## config.mk

```make
export PLATFORM = sky130hd
export DESIGN_NAME = pie_queue
export DESIGN_NICKNAME = d
export VERILOG_FILES = /design/src/rtl/pie_pkg.sv /design/src/rtl/pie_queue.sv
export SDC_FILE = /design/constraint.sdc
export NUM_CORES = 1
export LEC_CHECK = 0
export BUFFER_PORTS_ARGS = -buffer_cell sky130_fd_sc_hd__clkbuf_2
export CAP_MARGIN = 25
export CELL_PAD_IN_SITES_DETAIL_PLACEMENT = 0
export CELL_PAD_IN_SITES_GLOBAL_PLACEMENT = 1
export CORE_UTILIZATION = 50
export CTS_CLUSTER_SIZE = 12
export DETAILED_ROUTE_END_ITERATION = 7
export PLACE_DENSITY_LB_ADDON = 0.1
export SLEW_MARGIN = 30
export SYNTH_ARGS = -nofsm -noshare
export SYNTH_HDL_FRONTEND = slang
export SYNTH_SLANG_ARGS = --single-unit
```

## constraint.sdc

```tcl
create_clock -name clk -period 2.9 [get_ports clk]
set_input_delay 0.435 -clock clk [delete_from_list [all_inputs] [get_ports clk]]
set_output_delay 0.435 -clock clk [all_outputs]
set_load 0.01 [all_outputs]
```

## src/rtl/pie_pkg.sv

```systemverilog
// Package for the palette index expander: shared constants, codes and the
// queue item type passed from the front end to the back end.
// No dependencies.
package pie_pkg;

  localparam int PaletteEntriesDefault = 256;
  localparam int QDepth = 4;
  localparam int QAw = 2;
  localparam int OutDepth = 4;
  localparam int OutAw = 2;

  localparam logic FUNC_LOAD  = 1'b0;
  localparam logic FUNC_PIXEL = 1'b1;

  typedef enum logic [1:0] {
    DEPTH_8 = 2'd0,
    DEPTH_4 = 2'd1,
    DEPTH_1 = 2'd2
  } depth_mode_t;

  typedef struct packed {
    logic        is_load;
    logic        load_ok;
    depth_mode_t mode;
    logic [7:0]  entry;
    logic [23:0] rgb;
    logic [7:0]  packed_indices;
  } q_item_t;

endpackage

```

## src/rtl/pie_queue.sv

```systemverilog
// Short FIFO between front end and back end.
// Depends on pie_pkg for the item type and depth.
module pie_queue import pie_pkg::*; (
  input  logic    clk,
  input  logic    rst_n,
  input  logic    push,
  input  q_item_t push_item,
  output logic    full,
  input  logic    pop,
  output logic    head_valid,
  output q_item_t head_item
);

  q_item_t          slot_r [QDepth];
  logic [QAw-1:0]   wr_ptr_r, wr_ptr_nxt;
  logic [QAw-1:0]   rd_ptr_r, rd_ptr_nxt;
  logic [QAw:0]     cnt_r, cnt_nxt;

  assign full       = (cnt_r == (QAw+1)'(QDepth));
  assign head_valid = (cnt_r != '0);
  assign head_item  = slot_r[rd_ptr_r];

  always_comb begin
    wr_ptr_nxt = push ? wr_ptr_r + QAw'(1) : wr_ptr_r;
    rd_ptr_nxt = pop ? rd_ptr_r + QAw'(1) : rd_ptr_r;
    cnt_nxt    = cnt_r + (QAw+1)'(push) - (QAw+1)'(pop);
  end

  always_ff @(posedge clk) begin
    if (!rst_n) begin
      wr_ptr_r <= '0;
      rd_ptr_r <= '0;
      cnt_r    <= '0;
    end else begin
      wr_ptr_r <= wr_ptr_nxt;
      rd_ptr_r <= rd_ptr_nxt;
      cnt_r    <= cnt_nxt;
    end
  end

  always_ff @(posedge clk) begin
    if (push) begin
      slot_r[wr_ptr_r] <= push_item;
    end
  end

endmodule

```

==> results.py <==
metrics = {
    "run_status": {
        "outcome": "complete, no violations",
    },
    "run": {
        "maxCapViolCount": 0,
    },
    "floorplan": {
        "core_area_um2": 13300,
        "ios": 94,
        "die_h_um": 119,
        "dieArea_um2": 14200,
        "rows": 42,
        "start_util_pct": 51.5,
        "die_w_um": 119,
    },
    "synth": {
        "synth-simple-area-share_pct": 1.11,
        "yosys_warnings": 0,
        "synth-seq-area-share_pct": 79.8,
        "synth_most_common_cell": "edfxtp_1",
        "netlist-cell-type-count": 21,
        "netlist.top_cell.by_area": "edfxtp_1",
        "synth_xor_area_share_pct": 0.603,
        "ys_async_sr_fraction_pct": 0,
        "ys.flop_type": "edfxtp_1",
        "muxShareOfSynthArea_pct": 14.8,
        "ys_ff_latch": 185,
        "avgSynthCellArea_um2": 25.1,
        "yosysTopAreaCellShare_pct": 77.1,
        "synth_area_leaders": "edfxtp_1 (77%), mux4_2 (13%), dfxtp_1 (2.6%)",
        "synth_top_family_by_area": "multiplexers",
        "synthAdderAreaFrac_pct": 1.39,
        "syn_inst": 273,
        "synth_edf_count": 176,
        "ys_top_cells_by_count": "edfxtp_1 (176), mux4_2 (40), dfxtp_1 (9)",
        "synth-compound-area-share_pct": 0.219,
        "synth_area_um2": 6850,
        "synth_fp_nets": 328,
    },
    "final_layout": {
        "antenna-diode-count": 0,
        "layout.nets": 439,
        "syn2layout_area_growth_pct": 18.8,
        "stdcell_count": 573,
        "fillers": 943,
        "seq_area_um2": 5470,
        "multiInputGateArea_um2": 1250,
        "drive_gt1_share_pct": 45.1,
        "design_area_um2": 8140,
    },
    "global_routing": {
        "grt_pass1_wl_mm": 17.4,
        "first_global_vias": 3141,
        "antenna_found_initial": 0,
        "grt_use_total_pct": 17.3,
        "grt-ovfl-total": 0,
        "grt_max_degree": 38,
    },
    "setup_path": {
        "arrival_ns": 1.97,
        "r2r_setup_slack_ns": 1.16,
        "worst_setup_path_end_kind": "output pin",
        "critical-path-max-stage-delay_ns": 0.57,
        "crit_buf_inv": 2,
        "cp_max_fo": 19,
        "cp-start-kind": "flop",
        "required_ns": 2.47,
        "cp_top_family": "flip-flops",
        "path_class": "reg -> out",
        "path_cells": "buf_4 -> mux4_2 -> clkbuf_2",
        "slowest_stage": "dfxtp_4",
    },
    "drt": {
        "drt_iter0_drc": 178,
        "route.detailed.drc": 0,
        "postRouteAntennaNets": 0,
        "drtPass1Iterations": 4,
        "drt_wl_total_mm": 11.0,
        "avgViaCountPerCell": 5.29,
        "route.vias.total": 3029,
        "wl_per_cell_um": 19.2,
    },
    "clock_network": {
        "clock_latency_ns": 0.42,
        "cts_hold_buf": 0,
        "clk_pin_slew_worst_paths_ns": 0.06,
        "cts_tree": "built",
        "post_cts_resized": 0,
        "cts_num_sinks": 185,
        "clk_root_buffer_cell": "clkbuf_16",
        "cts_made_buffers": 17,
        "ctsLongestPathBuffers": 2,
        "cts-htree-levels": 4,
        "cts_post_setup_buffers_inserted": 0,
    },
    "placed_design": {
        "placed_cell_area_um2": 7560,
        "dpl.hpwl_mm": 6.56,
        "port_buffers": 93,
        "dpl.cell_count": 541,
        "place_congestion": 0.651,
    },
    "pwr": {
        "power_density_nw_per_um2": 726,
        "ir_drop_mv": 0.380,
        "p_leak_nw": 2.81,
    },
    "timing": {
        "finClkSkew_ns": 0.00693,
        "relSlewSlack_pct": 64.4,
        "period_share_pct": 82.8,
        "max_freq_mhz": 416,
        "fin_setup_tns_ns": 0,
        "rsz0062_at_grt": "no",
        "drv_slew": 0,
        "worst_pin_slew_ns": 0.534,
        "finalSetupViolations": 0,
        "hold_violations": 0,
        "period_minus_slack_ns": 2.40,
    },
    "hold_path": {
        "holdCritPathClass": "in -> reg",
    },
}
==> area by class of cell <==
class                           count  area share (%)
Sequential cell                   185            67.2
Tap cell                          176            2.70
Inverter                            7           0.323
Multi-Input combinational cell     71            15.3
Clock buffer                       18            5.27
Clock inverter                     14            1.86
Timing Repair Buffer              102            7.32
==> worst reg2reg max path, stage by stage (launching register included) <==
cell,delay [ns]
dfxtp_1,0.33
inv_1,0.05
ha_1,0.26
inv_1,0.04
ha_1,0.18
fa_1,0.36
xor3_1,0.37
nor2_1,0.04
==> layout by cell type (no fill, tap or decap), drive strengths merged <==
cell      count
clkinv        7
clkinvlp      4
xor3          1
clkbuf      111
a21oi         1
and2          6
dfxtp         9
a21bo         1
mux2i         1
bufinv        2
nor2          5
mux4         44
and3          1
inv           8
ha            6
fa            1
xnor2         2
buf           9
edfxtp      176
or3           1
nand3b        1
==> path summary, 6_finish.rpt <==
check | from | endpoint | depth (start not counted)
setup / recovery | flop | head_item[29] | 3
hold / removal | push_item[32] | slot_r[2][32]$_DFFE_PP_ | 1
setup reg to reg | cnt_r[0]$_SDFF_PN0_ | cnt_r[2]$_SDFF_PN0_ | 7
hold reg to reg | rd_ptr_r[1]$_SDFFE_PN0P_ | flop | 2
==> layer usage <==
| metal | GRT usage [%] | up-vias | share of wire, % |
|---|---|---|---|
| li1 | - | 1377 | - |
| met1 | 21.9 | 1561 | 43 |
| met2 | 28.0 | 73 | 51 |
| met3 | 4.65 | 18 | 4.2 |
| met4 | 8.23 | 0 | 1.9 |
| met5 | 0 | - | 0 |
==> registers in the layout, indices dropped and copies added, names as in the netlist, named ones only <==
register  flops
slot_r      176
cnt_r         3
rd_ptr_r      2
wr_ptr_r      2
==> logic make-up after synthesis <==
| kind of cell | count (synthesis) |
|---|---|
| xor gates and xnor gates | 3 |
| adders and majority gates | 7 |
| DFF | 185 |
| muxes | 45 |
| AOI/OAI and AO/OA | 2 |
| and+or+nand+nor | 14 |
| buffers and inverters | 17 |
==> power by group <==
part / leakage (nW) / internal (W) / switching [W] / total (W)
Combinational: 0.847 / 0.000287 / 0.000280 / 0.000567
Clock: 0.270 / 0.00127 / 0.000950 / 0.00222
Sequential: 1.69 / 0.00307 / 0.0000567 / 0.00312
==> stage by stage <==
| step | hold slack (ns) | setup slack [ns] | util [%] | power, W |
|---|---|---|---|---|
| 6_report | 0.224 | 0.498 | 61.2 | 0.00591 |
| 5_1_grt | 0.211 | 0.384 | 61.2 | 0.00613 |
| 4_1_cts | 0.207 | 0.435 | 61.2 | 0.00598 |
| 3_5_place_dp | 0.540 | 0.893 | 56.9 | 0.00377 |
| 3_3_place_gp | 0.516 | 0.910 | 56.9 | 0.00375 |
| 2_1_floorplan | 0.499 | 0.894 | - | 0.00354 |
No activity file was read; power rests on OpenSTA's default activity.
